## config.mk

```make
export PLATFORM = sky130hd
export DESIGN_NAME = signed_int_to_decimal_ascii
export DESIGN_NICKNAME = d
export VERILOG_FILES = /design/src/sida_pkg.sv /design/src/sida_front.sv /design/src/sida_fifo.sv /design/src/sida_back.sv /design/src/signed_int_to_decimal_ascii.sv
export SDC_FILE = /design/constraint.sdc
export NUM_CORES = 1
export LEC_CHECK = 0
export BUFFER_PORTS_ARGS = -buffer_cell sky130_fd_sc_hd__buf_4
export CORE_ASPECT_RATIO = 0.5
export CORE_UTILIZATION = 40
export CTS_CLUSTER_SIZE = 30
export DETAILED_ROUTE_END_ITERATION = 8
export PLACE_DENSITY_LB_ADDON = 0.05
export SETUP_SLACK_MARGIN = 0.2
export SYNTH_ARGS = -nofsm -noshare
export SYNTH_HDL_FRONTEND = slang
export SYNTH_SLANG_ARGS = --single-unit
```

## constraint.sdc

```tcl
create_clock -name clk_i -period 16.55 [get_ports clk_i]
set_input_delay 3.31 -clock clk_i [delete_from_list [all_inputs] [get_ports clk_i]]
set_output_delay 3.31 -clock clk_i [all_outputs]
set_load 0.01 [all_outputs]
```

## src/sida_pkg.sv

```systemverilog
`default_nettype none

package sida_pkg;

  localparam int unsigned NUM_DIGITS = 10;
  localparam int unsigned PIDX_W     = 4;
  localparam int unsigned WIDE_W     = 34;

  localparam logic [7:0] CH_MINUS = 8'h2D;
  localparam logic [7:0] CH_ZERO  = 8'h30;

  localparam logic [WIDE_W-1:0] POW10 [NUM_DIGITS] = '{
    34'd1,
    34'd10,
    34'd100,
    34'd1000,
    34'd10000,
    34'd100000,
    34'd1000000,
    34'd10000000,
    34'd100000000,
    34'd1000000000
  };

  typedef struct packed {
    logic              neg;
    logic [31:0]       mag;
    logic [PIDX_W-1:0] pidx;
  } item_t;

endpackage

`default_nettype wire

```

## src/sida_front.sv

```systemverilog
`default_nettype none

module sida_front
  import sida_pkg::*;
(
  input  wire logic        start_i,
  input  wire logic        full_i,
  input  wire logic [31:0] number_i,
  output logic             push_o,
  output item_t            item_o
);

  logic                  negative;
  logic [31:0]           mag;
  logic [NUM_DIGITS-1:1] ge;

  assign negative = number_i[31];
  assign mag      = negative ? (~number_i + 32'd1) : number_i;

  // top digit position: count of powers of ten from 10 upward not above the magnitude
  always_comb begin
    for (int k = 1; k < NUM_DIGITS; k++) begin
      ge[k] = {2'b00, mag} >= POW10[k];
    end
  end

  assign push_o      = start_i && !full_i;
  assign item_o.neg  = negative;
  assign item_o.mag  = mag;
  assign item_o.pidx = PIDX_W'($countones(ge));

endmodule

`default_nettype wire

```

## src/sida_fifo.sv

```systemverilog
`default_nettype none

module sida_fifo
  import sida_pkg::*;
#(
  parameter int unsigned Depth = 2
) (
  input  wire logic clk_i,
  input  wire logic rst_ni,
  input  wire logic push_i,
  input  item_t     item_i,
  input  wire logic pop_i,
  output item_t     item_o,
  output logic      empty_o,
  output logic      full_o
);

  localparam int unsigned PtrW = (Depth > 1) ? $clog2(Depth) : 1;
  localparam int unsigned CntW = $clog2(Depth + 1);

  item_t            entries_q [Depth];
  logic [PtrW-1:0]  wr_ptr_q, wr_ptr_d;
  logic [PtrW-1:0]  rd_ptr_q, rd_ptr_d;
  logic [CntW-1:0]  count_q, count_d;

  assign empty_o = (count_q == '0);
  assign full_o  = (count_q == CntW'(Depth));
  assign item_o  = entries_q[rd_ptr_q];

  always_comb begin
    wr_ptr_d = wr_ptr_q;
    rd_ptr_d = rd_ptr_q;
    count_d  = count_q;
    if (push_i) begin
      wr_ptr_d = (wr_ptr_q == PtrW'(Depth - 1)) ? '0 : wr_ptr_q + PtrW'(1);
    end
    if (pop_i) begin
      rd_ptr_d = (rd_ptr_q == PtrW'(Depth - 1)) ? '0 : rd_ptr_q + PtrW'(1);
    end
    if (push_i && !pop_i) begin
      count_d = count_q + CntW'(1);
    end else if (pop_i && !push_i) begin
      count_d = count_q - CntW'(1);
    end
  end

  always_ff @(posedge clk_i or negedge rst_ni) begin
    if (!rst_ni) begin
      wr_ptr_q <= '0;
      rd_ptr_q <= '0;
      count_q  <= '0;
    end else begin
      wr_ptr_q <= wr_ptr_d;
      rd_ptr_q <= rd_ptr_d;
      count_q  <= count_d;
    end
  end

  always_ff @(posedge clk_i) begin
    if (push_i) begin
      entries_q[wr_ptr_q] <= item_i;
    end
  end

  a_no_overflow: assert property (@(posedge clk_i) disable iff (!rst_ni)
    full_o |-> !push_i) else $error("request pushed into full queue");
  a_no_underflow: assert property (@(posedge clk_i) disable iff (!rst_ni)
    empty_o |-> !pop_i) else $error("pop from empty queue");
  a_count_bound: assert property (@(posedge clk_i) disable iff (!rst_ni)
    count_q <= CntW'(Depth)) else $error("queue count out of range");

endmodule

`default_nettype wire

```

## src/sida_back.sv

```systemverilog
`default_nettype none

module sida_back
  import sida_pkg::*;
(
  input  wire logic       clk_i,
  input  wire logic       rst_ni,
  input  wire logic       empty_i,
  input  item_t           item_i,
  output logic            pop_o,
  output logic            strobe_o,
  output logic [7:0]      character_o,
  output logic            last_o
);

  logic                  active_q, active_d;
  logic                  sign_q, sign_d;
  logic [31:0]           rem_q, rem_d;
  logic [PIDX_W-1:0]     pidx_q, pidx_d;
  logic                  strobe_q, strobe_d;
  logic [7:0]            char_q, char_d;
  logic                  last_q, last_d;

  logic [WIDE_W-1:0]     mtab [NUM_DIGITS][NUM_DIGITS];
  logic [WIDE_W-1:0]     mt [NUM_DIGITS];
  logic [NUM_DIGITS-1:1] ge;
  logic [WIDE_W-1:0]     sub;
  logic [3:0]            digit;
  logic                  finishing;

  for (genvar k = 0; k < NUM_DIGITS; k++) begin : g_mult
    for (genvar p = 0; p < NUM_DIGITS; p++) begin : g_pow
      localparam logic [WIDE_W-1:0] MultC = WIDE_W'(k) * POW10[p];
      assign mtab[k][p] = MultC;
    end
  end

  always_comb begin
    for (int k = 0; k < NUM_DIGITS; k++) begin
      mt[k] = mtab[k][pidx_q];
    end
    for (int k = 1; k < NUM_DIGITS; k++) begin
      ge[k] = {2'b00, rem_q} >= mt[k];
    end
    sub = '0;
    for (int k = 1; k < NUM_DIGITS; k++) begin
      if (ge[k]) begin
        sub = mt[k];
      end
    end
    digit = 4'($countones(ge));
  end

  assign finishing = active_q && !sign_q && (pidx_q == '0);

  always_comb begin
    active_d = active_q;
    sign_d   = sign_q;
    rem_d    = rem_q;
    pidx_d   = pidx_q;
    strobe_d = 1'b0;
    char_d   = char_q;
    last_d   = 1'b0;
    pop_o    = 1'b0;
    if (active_q) begin
      strobe_d = 1'b1;
      if (sign_q) begin
        char_d = CH_MINUS;
        sign_d = 1'b0;
      end else begin
        char_d = CH_ZERO + {4'b0000, digit};
        rem_d  = rem_q - sub[31:0];
        if (pidx_q == '0) begin
          last_d   = 1'b1;
          active_d = 1'b0;
        end else begin
          pidx_d = pidx_q - PIDX_W'(1);
        end
      end
    end
    // take the next request as soon as the current one issues its last character
    if (!empty_i && (!active_q || finishing)) begin
      pop_o    = 1'b1;
      active_d = 1'b1;
      sign_d   = item_i.neg;
      rem_d    = item_i.mag;
      pidx_d   = item_i.pidx;
    end
  end

  always_ff @(posedge clk_i or negedge rst_ni) begin
    if (!rst_ni) begin
      active_q <= 1'b0;
      sign_q   <= 1'b0;
      strobe_q <= 1'b0;
      last_q   <= 1'b0;
    end else begin
      active_q <= active_d;
      sign_q   <= sign_d;
      strobe_q <= strobe_d;
      last_q   <= last_d;
    end
  end

  always_ff @(posedge clk_i) begin
    rem_q  <= rem_d;
    pidx_q <= pidx_d;
    char_q <= char_d;
  end

  assign strobe_o    = strobe_q;
  assign character_o = char_q;
  assign last_o      = last_q;

  a_rem_bound: assert property (@(posedge clk_i) disable iff (!rst_ni)
    active_q |-> (pidx_q < PIDX_W'(NUM_DIGITS)) &&
                 ({2'b00, rem_q} < mtab[NUM_DIGITS-1][pidx_q] + POW10[pidx_q]))
    else $error("remainder exceeds digit position");
  a_last_is_digit: assert property (@(posedge clk_i) disable iff (!rst_ni)
    strobe_o && last_o |-> (character_o >= CH_ZERO) && (character_o <= CH_ZERO + 8'd9))
    else $error("final character is not a digit");
  a_minus_followed: assert property (@(posedge clk_i) disable iff (!rst_ni)
    strobe_o && (character_o == CH_MINUS) |=> strobe_o)
    else $error("minus sign not followed by a digit");

endmodule

`default_nettype wire

```

## src/signed_int_to_decimal_ascii.sv

```systemverilog
`default_nettype none

// Signed 32-bit integer to decimal ASCII text.
// Request channel: drive number_i and raise start; the request is taken at a
// rising edge where start is high and busy is low. busy is high only while the
// request queue of QueueDepth entries (two by default) is full.
// Result channel: one character per cycle on character_o, marked by strobe_o;
// last_o flags the final character of a number. A minus sign precedes
// negative values, leading zeros are dropped, zero gives a single '0'.
// The first character of a request passes the queue entry, the digit unit
// registers and the output register, if the digit unit is free.
// Throughput: a number is 1 to 11 characters long; the digit unit makes one
// digit per cycle from a bank of nine constant compares and one subtract;
// characters of consecutive numbers follow without gaps if the next is queued.
// The receiver cannot stall: each character shows for exactly one cycle.
// Reset empties the queue and idles the digit unit; no result is pending.
module signed_int_to_decimal_ascii
  import sida_pkg::*;
#(
  parameter int unsigned QueueDepth = 2
) (
  input  wire logic               clk_i,
  input  wire logic               rst_ni,
  input  wire logic               start,
  output logic                    busy,
  input  wire logic signed [31:0] number_i,
  output logic                    strobe_o,
  output logic             [7:0]  character_o,
  output logic                    last_o
);

  logic  push;
  logic  pop;
  logic  empty;
  logic  full;
  item_t front_item;
  item_t queue_item;

  assign busy = full;

  sida_front u_front (
    .start_i  (start),
    .full_i   (full),
    .number_i (number_i),
    .push_o   (push),
    .item_o   (front_item)
  );

  sida_fifo #(
    .Depth (QueueDepth)
  ) u_fifo (
    .clk_i   (clk_i),
    .rst_ni  (rst_ni),
    .push_i  (push),
    .item_i  (front_item),
    .pop_i   (pop),
    .item_o  (queue_item),
    .empty_o (empty),
    .full_o  (full)
  );

  sida_back u_back (
    .clk_i       (clk_i),
    .rst_ni      (rst_ni),
    .empty_i     (empty),
    .item_i      (queue_item),
    .pop_o       (pop),
    .strobe_o    (strobe_o),
    .character_o (character_o),
    .last_o      (last_o)
  );

endmodule

`default_nettype wire
```

-- Word-level counts from Yosys, hierarchy flattened
Memories as Yosys holds them, arrays and structs flattened.
Cells that the tools add are included.
- add/sub/neg operators: 24
- magnitude comparators: 19
- equal/unequal tests: 3
- multiplexer cells: 52
- bitwise logic cells: 2
- reduce and logical (&&, ||, !) cells: 19
- operators by type and width (operator ; number):
    $mux 34 ; 18
    $mux 32 ; 13
    $ge 32x34->1 ; 9
    $add 32x1->32 const B ; 1
    $ge 32x10->1 const B ; 1
    $ge 32x14->1 const B ; 1
    $ge 32x17->1 const B ; 1
    $ge 32x20->1 const B ; 1
    $ge 32x24->1 const B ; 1
    $ge 32x27->1 const B ; 1
    $ge 32x30->1 const B ; 1
    $ge 32x4->1 const B ; 1
    $ge 32x7->1 const B ; 1
    $not 32->32 ; 1
    $sub 32x32->32 ; 1
    $add 4x4->4 ; 6
    $add 1x1->2 ; 8
    $mux 4 ; 4
    $mux 1 ; 15
    $add 4x1->4 ; 2
    $add 6x4->7 const A ; 1
    $logic_and 1x1->1 ; 6
    $logic_not 1->1 ; 6
    $ge 5x5->1 const B ; 1
    14 further kinds ; 18
- flip-flop bits (word level): 52
- RAM bits: 74
- memory bits (read-only): 4896
- bits of input ports: 35
- output and inout bits: 11
- logic and storage cells: 139
- memories: 10
- memory list (memory ; depth ; bits a word ; rd ports ; clocked after memory_dff ; wr ports ; line ; source):
    (no name shown) ; 16 ; 34 ; 1 ; 0 ; 0 ; sida_back.sv:40 ; mt[k] = mtab[k][pidx_q];
    (no name shown) ; 16 ; 34 ; 1 ; 0 ; 0 ; sida_back.sv:40 ;
    (no name shown) ; 16 ; 34 ; 1 ; 0 ; 0 ; sida_back.sv:40 ;
    (no name shown) ; 16 ; 34 ; 1 ; 0 ; 0 ; sida_back.sv:40 ;
    (no name shown) ; 16 ; 34 ; 1 ; 0 ; 0 ; sida_back.sv:40 ;
    (no name shown) ; 16 ; 34 ; 1 ; 0 ; 0 ; sida_back.sv:40 ;
    4 more memories ; n/a ; n/a ; n/a ; n/a ; n/a ; n/a ;

-- Logic depth before layout (Yosys ltp)
Gate-level depths: netlist of run 1.
- depth in word-level cells: 18
- depth in mapped cells: 33
- gate-level depth less buffers: 31

-- Hierarchy
Synthesis of run 1 repeated with hierarchy kept, for this count alone.
- cells, all modules: 1865
- area, all modules: 15950.3 um^2
- by module, submodules not included (module ; instances ; cells each ; area an instance (um^2)):
    sida_back ; 1 ; 1494 ; 11370.9
    sida_fifo ; 1 ; 131 ; 2939.1
    sida_front ; 1 ; 240 ; 1640.3

-- Worst setup path before layout of run 1
No wires, ideal clock.
- kind: input port to flip-flop
- start point: in number_i[14]
- end point: mem u_fifo.entries_q[0][2] (netlist name), data pin
- library setup time: 0.274 ns
- arrival time: 7.827 ns
- data required time: 16.276 ns
- path slack: 8.448 ns
- cell stages on the path: 15
- path buffers: 1
- cell sequence: or4_4 > or4_4 > or4_1 > buf_4 > o41a_1 > o211a_1 > nor4_2 > nand2_2 > nor2_4 > nand4_1 > ha_1 > fa_1 > fa_1 > ha_1 > fa_1
- RTL lines (what ; line ; source):
    from (decl) ; signed_int_to_decimal_ascii.sv:26 ; input wire logic signed [31:0] number_i,
    to (decl) ; sida_fifo.sv:21 ; item_t entries_q [Depth];

-- Worst setup path after layout of run 1
- start point: reg u_back.pidx_q[3]
- end point: reg u_back.rem_q[28], data pin
- cells in the longest elaborated chain, start to end: 18
- RTL lines (what ; line ; source):
    from (decl) ; sida_back.sv:19 ; logic [PIDX_W-1:0] pidx_q, pidx_d;
    from (signal assigned) ; sida_back.sv:107 ; pidx_q <= pidx_d;
    $not 4->5 (not written as such) ; sida_back.sv:40 ;
    $mem_v2 16x34 ; n/a ;
    $mux 34 (not written as such) (2 in series) ; sida_back.sv:40 ;
    $ge 32x34->1 ; sida_back.sv:43 ; ge[k] = {2'b00, rem_q} >= mt[k];
    $mux 32 (9 in series) ; sida_back.sv:47 ; if (ge[k]) begin
    $sub 32x32->32 ; sida_back.sv:72 ; rem_d = rem_q - sub[31:0];
    $mux 32 ; sida_back.sv:67 ; if (sign_q) begin
    $mux 32 ; sida_back.sv:65 ; if (active_q) begin
    $mux 32 * ; sida_back.sv:82 ; if (!empty_i && (!active_q || finishing)) begin
    via u_back.rem_d[28] ; sida_back.sv:18 ; logic [31:0] rem_q, rem_d;
    to (signal assigned) ; sida_back.sv:106 ; rem_q <= rem_d;
    to (decl) ; sida_back.sv:18 ;
The timed path passes the listed nets; every way through them passes the cells marked *. The select of a mux whose other input is x is not followed.
A chain may end at the register's enable or synchronous reset.

==> results of run 1 <==
==> synthesized netlist by cell type, types with 7 or more instances <==
master    number  area share
or3_1         15      0.0060
nor4_1        14      0.0056
nor2b_1       24      0.0096
nor3_1        54       0.017
and3_1        12      0.0048
edfxtp_1     115        0.22
xor2_1        19       0.011
nor2_1       133       0.032
clkbuf_1      64       0.015
or2_2          9      0.0036
nand2b_1      15      0.0060
mux2i_1       30       0.019
a21oi_1      163       0.052
xnor2_1       39       0.022
a22o_1         7      0.0039
a211oi_1      33       0.016
nand2_1      159       0.038
nand3_1       51       0.016
o21a_1        20      0.0096
a21o_1        43       0.021
o21bai_1      10      0.0048
a211o_1       18       0.010
o22ai_1        9      0.0036
o21ai_0      100       0.032
buf_1          7      0.0017
dfrtp_1        8       0.013
o41ai_1        8      0.0045
o211ai_1      34       0.016
o31ai_1       25       0.012
o221ai_1      13      0.0073
inv_1         79       0.019
a22oi_1        9      0.0043
nand4_1       44       0.018
a31oi_1       16      0.0064
a221oi_1      12      0.0067
ha_1         274        0.22
or4_1         12      0.0058
fa_1          11       0.014
==> through the flow <==
| step | worst slack, ps | area (sq um) |
|---|---|---|
| detailed placement | 6940 | 16600 |
| floorplan | 8450 | 15600 |
| global placement | 7140 | 16600 |
| finish | 6530 | 17200 |
| global route | 6190 | 17200 |
| CTS | 6910 | 17200 |
==> worst max path at each step <==
stage,end,slack [ps],cells after the start
floorplan,u_fifo.entries_q[0][2],8450,15
global placement,u_back.rem_q[28],7140,26
detailed placement,u_back.rem_q[28],6940,26
CTS,u_back.rem_q[28],6910,32
global route,u_back.rem_q[28],6190,32
finish,u_back.rem_q[28],6530,27
==> final cells by class <==
type,count,area share
sequential,123,0.212
clock buffer,18,0.0249
clock inverter,14,0.0108
inverter,87,0.0189
timing repair buffer,75,0.0327
multi-input combinational,1555,0.663
tap,520,0.0377
==> cells in the final DEF, fill, tap and decap left out, drive strengths merged, types with 16 or more instances in the layout <==
cell type	count
ha	274
a21oi	163
nand2	160
nor2	134
edfxtp	115
o21ai	106
inv	89
buf	75
nor3	56
nand3	51
nand4	44
a21o	43
xnor2	39
o211ai	34
a211oi	33
mux2i	30
o31ai	28
nor2b	24
o21a	20
xor2	19
a211o	18
clkbuf	18
a31oi	16
nor4	16
==> sequential cells by signal, summed over array words and instances, names as in the netlist <==
name                cells
u_fifo.rd_ptr_q         1
u_fifo.wr_ptr_q         1
u_back.rem_q           32
u_back.pidx_q           4
u_back.active_q         1
u_back.last_o           1
u_fifo.entries_q       74
u_back.strobe_o         1
u_fifo.count_q          2
u_back.sign_q           1
u_back.character_o      5
==> routing by layer <==
layer | vias to the layer above | wire [microns]
met5 | - | 9
met4 | 2 | 1810
met3 | 121 | 6310
met2 | 820 | 26400
met1 | 7549 | 29600
li1 | 7129 | -
==> logic make-up after synthesis <==
family	count (synthesis)	synth area share
AOI/OAI and AO/OA	592	0.252
and+or+nand+nor	581	0.185
adders and majority gates	285	0.233
buffers and inverters	163	0.0402
DFF	123	0.234
xor gates and xnor gates	58	0.0325
muxes	36	0.0235
other	2	0.000480
==> results.cfg, run 1 <==
[final_layout]
nNetsFinal = 2179
multi_input_area_sq_mm = 0.0114
layout.cells.non_filler = 2392
fill_cells = 3729
final_layout_size_suffix_gt1_frac = 0.0812
final_util = 0.454
area_growth_pct = 10.2
n_antenna_cell = 0
regArea_sq_mm = 0.00365

[global_route]
grtUsageMet1 = 0.455
top_usage_layer = met2
met2_usage = 0.468
grt_pass1_vias = 14900
globalRouteOverflowTotal = 0
grtUsageTotal = 0.317
grt_pass1_wl_mm = 94.2
grt_start_max_net_pins = 46
antenna_found_initial = 1
globalRouteMet3Util = 0.0711

[logic_synthesis]
seq_area_frac_synth = 0.234
synth_edf_count = 115
syn_avg_cell_area_sq_um = 8.50
synthArstFlopShare = 0.0650
synth_area_sq_mm = 0.0156
synth-seq-cells = 123
yosysUniqueCellTypes = 87
syn_inst = 1840
synthFlopType = edfxtp_1
yosys_warnings = 0

[timing]
drv_slew = 0
tns_ps = 0
rsz0062_at_grt = no
fin_crit_ps = 10020
max_freq_ghz = 0.0998
holdWs_ps = 549
hold_viol = 0
relSlewSlack = 0.203
finalSetupViolCount = 0
skew_ps = 13.3
fin_crit_sh = 0.605
worst_pin_slew_ps = 1190

[worst_setup_path]
end_kind = register
regToRegStartpoint = u_back.pidx_q[3]
max_stage_delay_ps = 1000
reg2reg_depth = 27
cp-start-kind = register
crit_start = u_back.pidx_q[3]
worst-path-buf-inv = 6
timing.rr.end = u_back.rem_q[28]
reg2reg_slack_ps = 6530
cp_max_fo = 26
critPathKind = register to register
slowest_stage = clkinv_1
cp.arrival_ps = 10300
critPathTopFamily = simple AND/OR/NAND/NOR gates
crit_required_ps = 16830

[clock_network]
tritoncts = yes
clk_path_buf_depth = 2
cts.sinks = 123
cts.htree.levels = 4
postCtsHoldBufs = 0
post_cts_resized = 0
postCtsSetupBuffers = 0
clk-insertion-delay-late_ps = 420
cts_made_buffers = 17
path_clk_slew_ps = 60
cts-root-buf = clkbuf_16

[run_status]
status = completed

[worst_hold_path]
min_to = u_fifo.wr_ptr_q
hp-class = register to register
min_from = u_fifo.wr_ptr_q
hold_depth = 1

[floorplanning]
core_sq_mm = 0.0380
ios = 46
start_util = 0.412
fp.dieW_microns = 282
dieArea_sq_mm = 0.0399
die_y_microns = 142
rows = 50

[placement]
dp.cells = 2360
numPortBuffers = 42
gp_congestion = 1.06
place_hpwl_mm = 49.5

[route]
dr.first_iter.drc_count = 1795
drtPass1Iterations = 5
avgRoutedWirePerCell_microns = 26.8
drc = 0
drt_wl_total_mm = 64.0
num_vias = 15600
ant_nets = 0
via_per_inst = 6.53

[flow_run]
max_cap_violations = 0
Power of run 1 is not shown: default switching activity piles up to over one toggle a cycle in this logic, so the estimate is an artifact.
==> run 2: changes to the inputs <==
- clock period: 16.55 -> 9.28 ns (I/O delays scaled with it)
==> run 2 against run 1 <==
Against the previous run:
- design area up 2.3%
- first-iteration DRC count down 14%
- cell count up 2.4%
- clock skew down 4.2 ps
- critical path depth down 1
- register-to-register slack worse by 6000 ps
- critical endpoint is now u_back.rem_q[31]
- clock-buffer cell count down 1
==> results.cfg, run 2 (synthesis gave the netlist of run 1 again) <==
[run_status]
status = completed

[clock_network]
cts.htree.levels = 4
postCtsSetupBuffers = 0
tritoncts = yes
path_clk_slew_ps = 60
clk-insertion-delay-late_ps = 420
postCtsHoldBufs = 0
cts-root-buf = clkbuf_16
post_cts_resized = 0
clk_path_buf_depth = 2
cts.sinks = 123
cts_made_buffers = 17

[route]
drtPass1Iterations = 5
drc = 0
avgRoutedWirePerCell_microns = 28.4
num_vias = 16000
via_per_inst = 6.51
dr.first_iter.drc_count = 1551
ant_nets = 0
drt_wl_total_mm = 69.5

[timing]
hold_viol = 0
fin_crit_sh = 0.938
relSlewSlack = 0.257
fin_crit_ps = 8700
max_freq_ghz = 0.115
worst_pin_slew_ps = 1110
rsz0062_at_grt = no
skew_ps = 9.06
tns_ps = 0
drv_slew = 0
finalSetupViolCount = 0

[placement]
numPortBuffers = 42
place_hpwl_mm = 55.1
gp_congestion = 1.08

[floorplanning]
ios = 46
die_y_microns = 142
core_sq_mm = 0.0380
dieArea_sq_mm = 0.0399
rows = 50
fp.dieW_microns = 282
start_util = 0.412

[final_layout]
largest_reg_flops = 74
area_growth_pct = 12.7
top_register = u_fifo.entries_q
nNetsFinal = 2237
layout_commonest_cell = ha_1
layout_common_cells = ha_1, a21oi_1, nand2_1
reg.largest.list = u_fifo.entries_q (74), u_back.rem_q (32), u_back.character_o (5)
final_layout_size_suffix_gt1_frac = 0.108
n_antenna_cell = 0

[global_route]
grt_pass1_wl_mm = 102
antenna_found_initial = 0
met2_usage = 0.519
grt_pass1_vias = 15600
grt_start_max_net_pins = 46
globalRouteMet3Util = 0.0670
globalRouteOverflowTotal = 0
grtUsageTotal = 0.349
top_usage_layer = met2
grtUsageMet1 = 0.507

[flow_run]
max_cap_violations = 0

[worst_setup_path]
cp-start-kind = register
crit_start = u_back.pidx_q[2]
cp_max_fo = 25
regToRegStartpoint = u_back.pidx_q[2]
end_kind = register
slowest_stage = nor2_1
crit_required_ps = 9440
critPathKind = register to register
max_stage_delay_ps = 800
cp.arrival_ps = 8860

[worst_hold_path]
hp-class = register to register
min_from = u_fifo.count_q[1]
==> run 2: path summary, 6_finish.rpt <==
| check | to | slack, ps | cells past startpoint |
|---|---|---|---|
| max | u_back.rem_q[31] | 580 | 26 |
| min | u_fifo.count_q[1] | 550 | 1 |
| max reg2reg | u_back.rem_q[31] | 580 | 26 |
| min reg2reg | u_fifo.count_q[1] | 550 | 1 |
| max in group asynchronous | u_fifo.rd_ptr_q | 7890 | 1 |
| min in group asynchronous | u_back.strobe_o | 1240 | 1 |
==> run 2: layer usage <==
metal | vias up | routed length (microns)
li1 | 7225 | -
met1 | 7796 | 32300
met2 | 818 | 28400
met3 | 114 | 6990
met4 | 0 | 1820
met5 | - | 0
==> run 2: area by class of cell <==
type / instances / area, sq um
Timing Repair Buffer: 133 / 1010
Inverter: 87 / 327
Sequential cell: 123 / 3650
Clock inverter: 15 / 150
Tap cell: 520 / 651
Multi-Input combinational cell: 1555 / 11400
Clock buffer: 17 / 425
Fill cell: 3748 / 20300
==> run 2: per-stage QoR <==
stage	hold WS [ps]	setup WS (ps)	util	cells	area, sq um
5_1_grt	573	348	0.464	2450	17600
2_1_floorplan	461	2120	-	1841	15600
3_3_place_gp	527	877	0.449	2418	17100
6_report	547	576	0.464	2450	17600
4_1_cts	556	832	0.464	2450	17600
3_5_place_dp	544	859	0.449	2418	17100
==> run 2: worst max-delay path: cells and delay by family, from the launching register on <==
family                   cells  cell delay, ps
adder cells (fa/ha/maj)      2             680
buffers and inverters        4             910
AND/OR/NAND/NOR              8            2840
AO/OA/AOI/OAI               12            3430
flip-flops                   1             520
Power of run 2 is left out for the same reason.
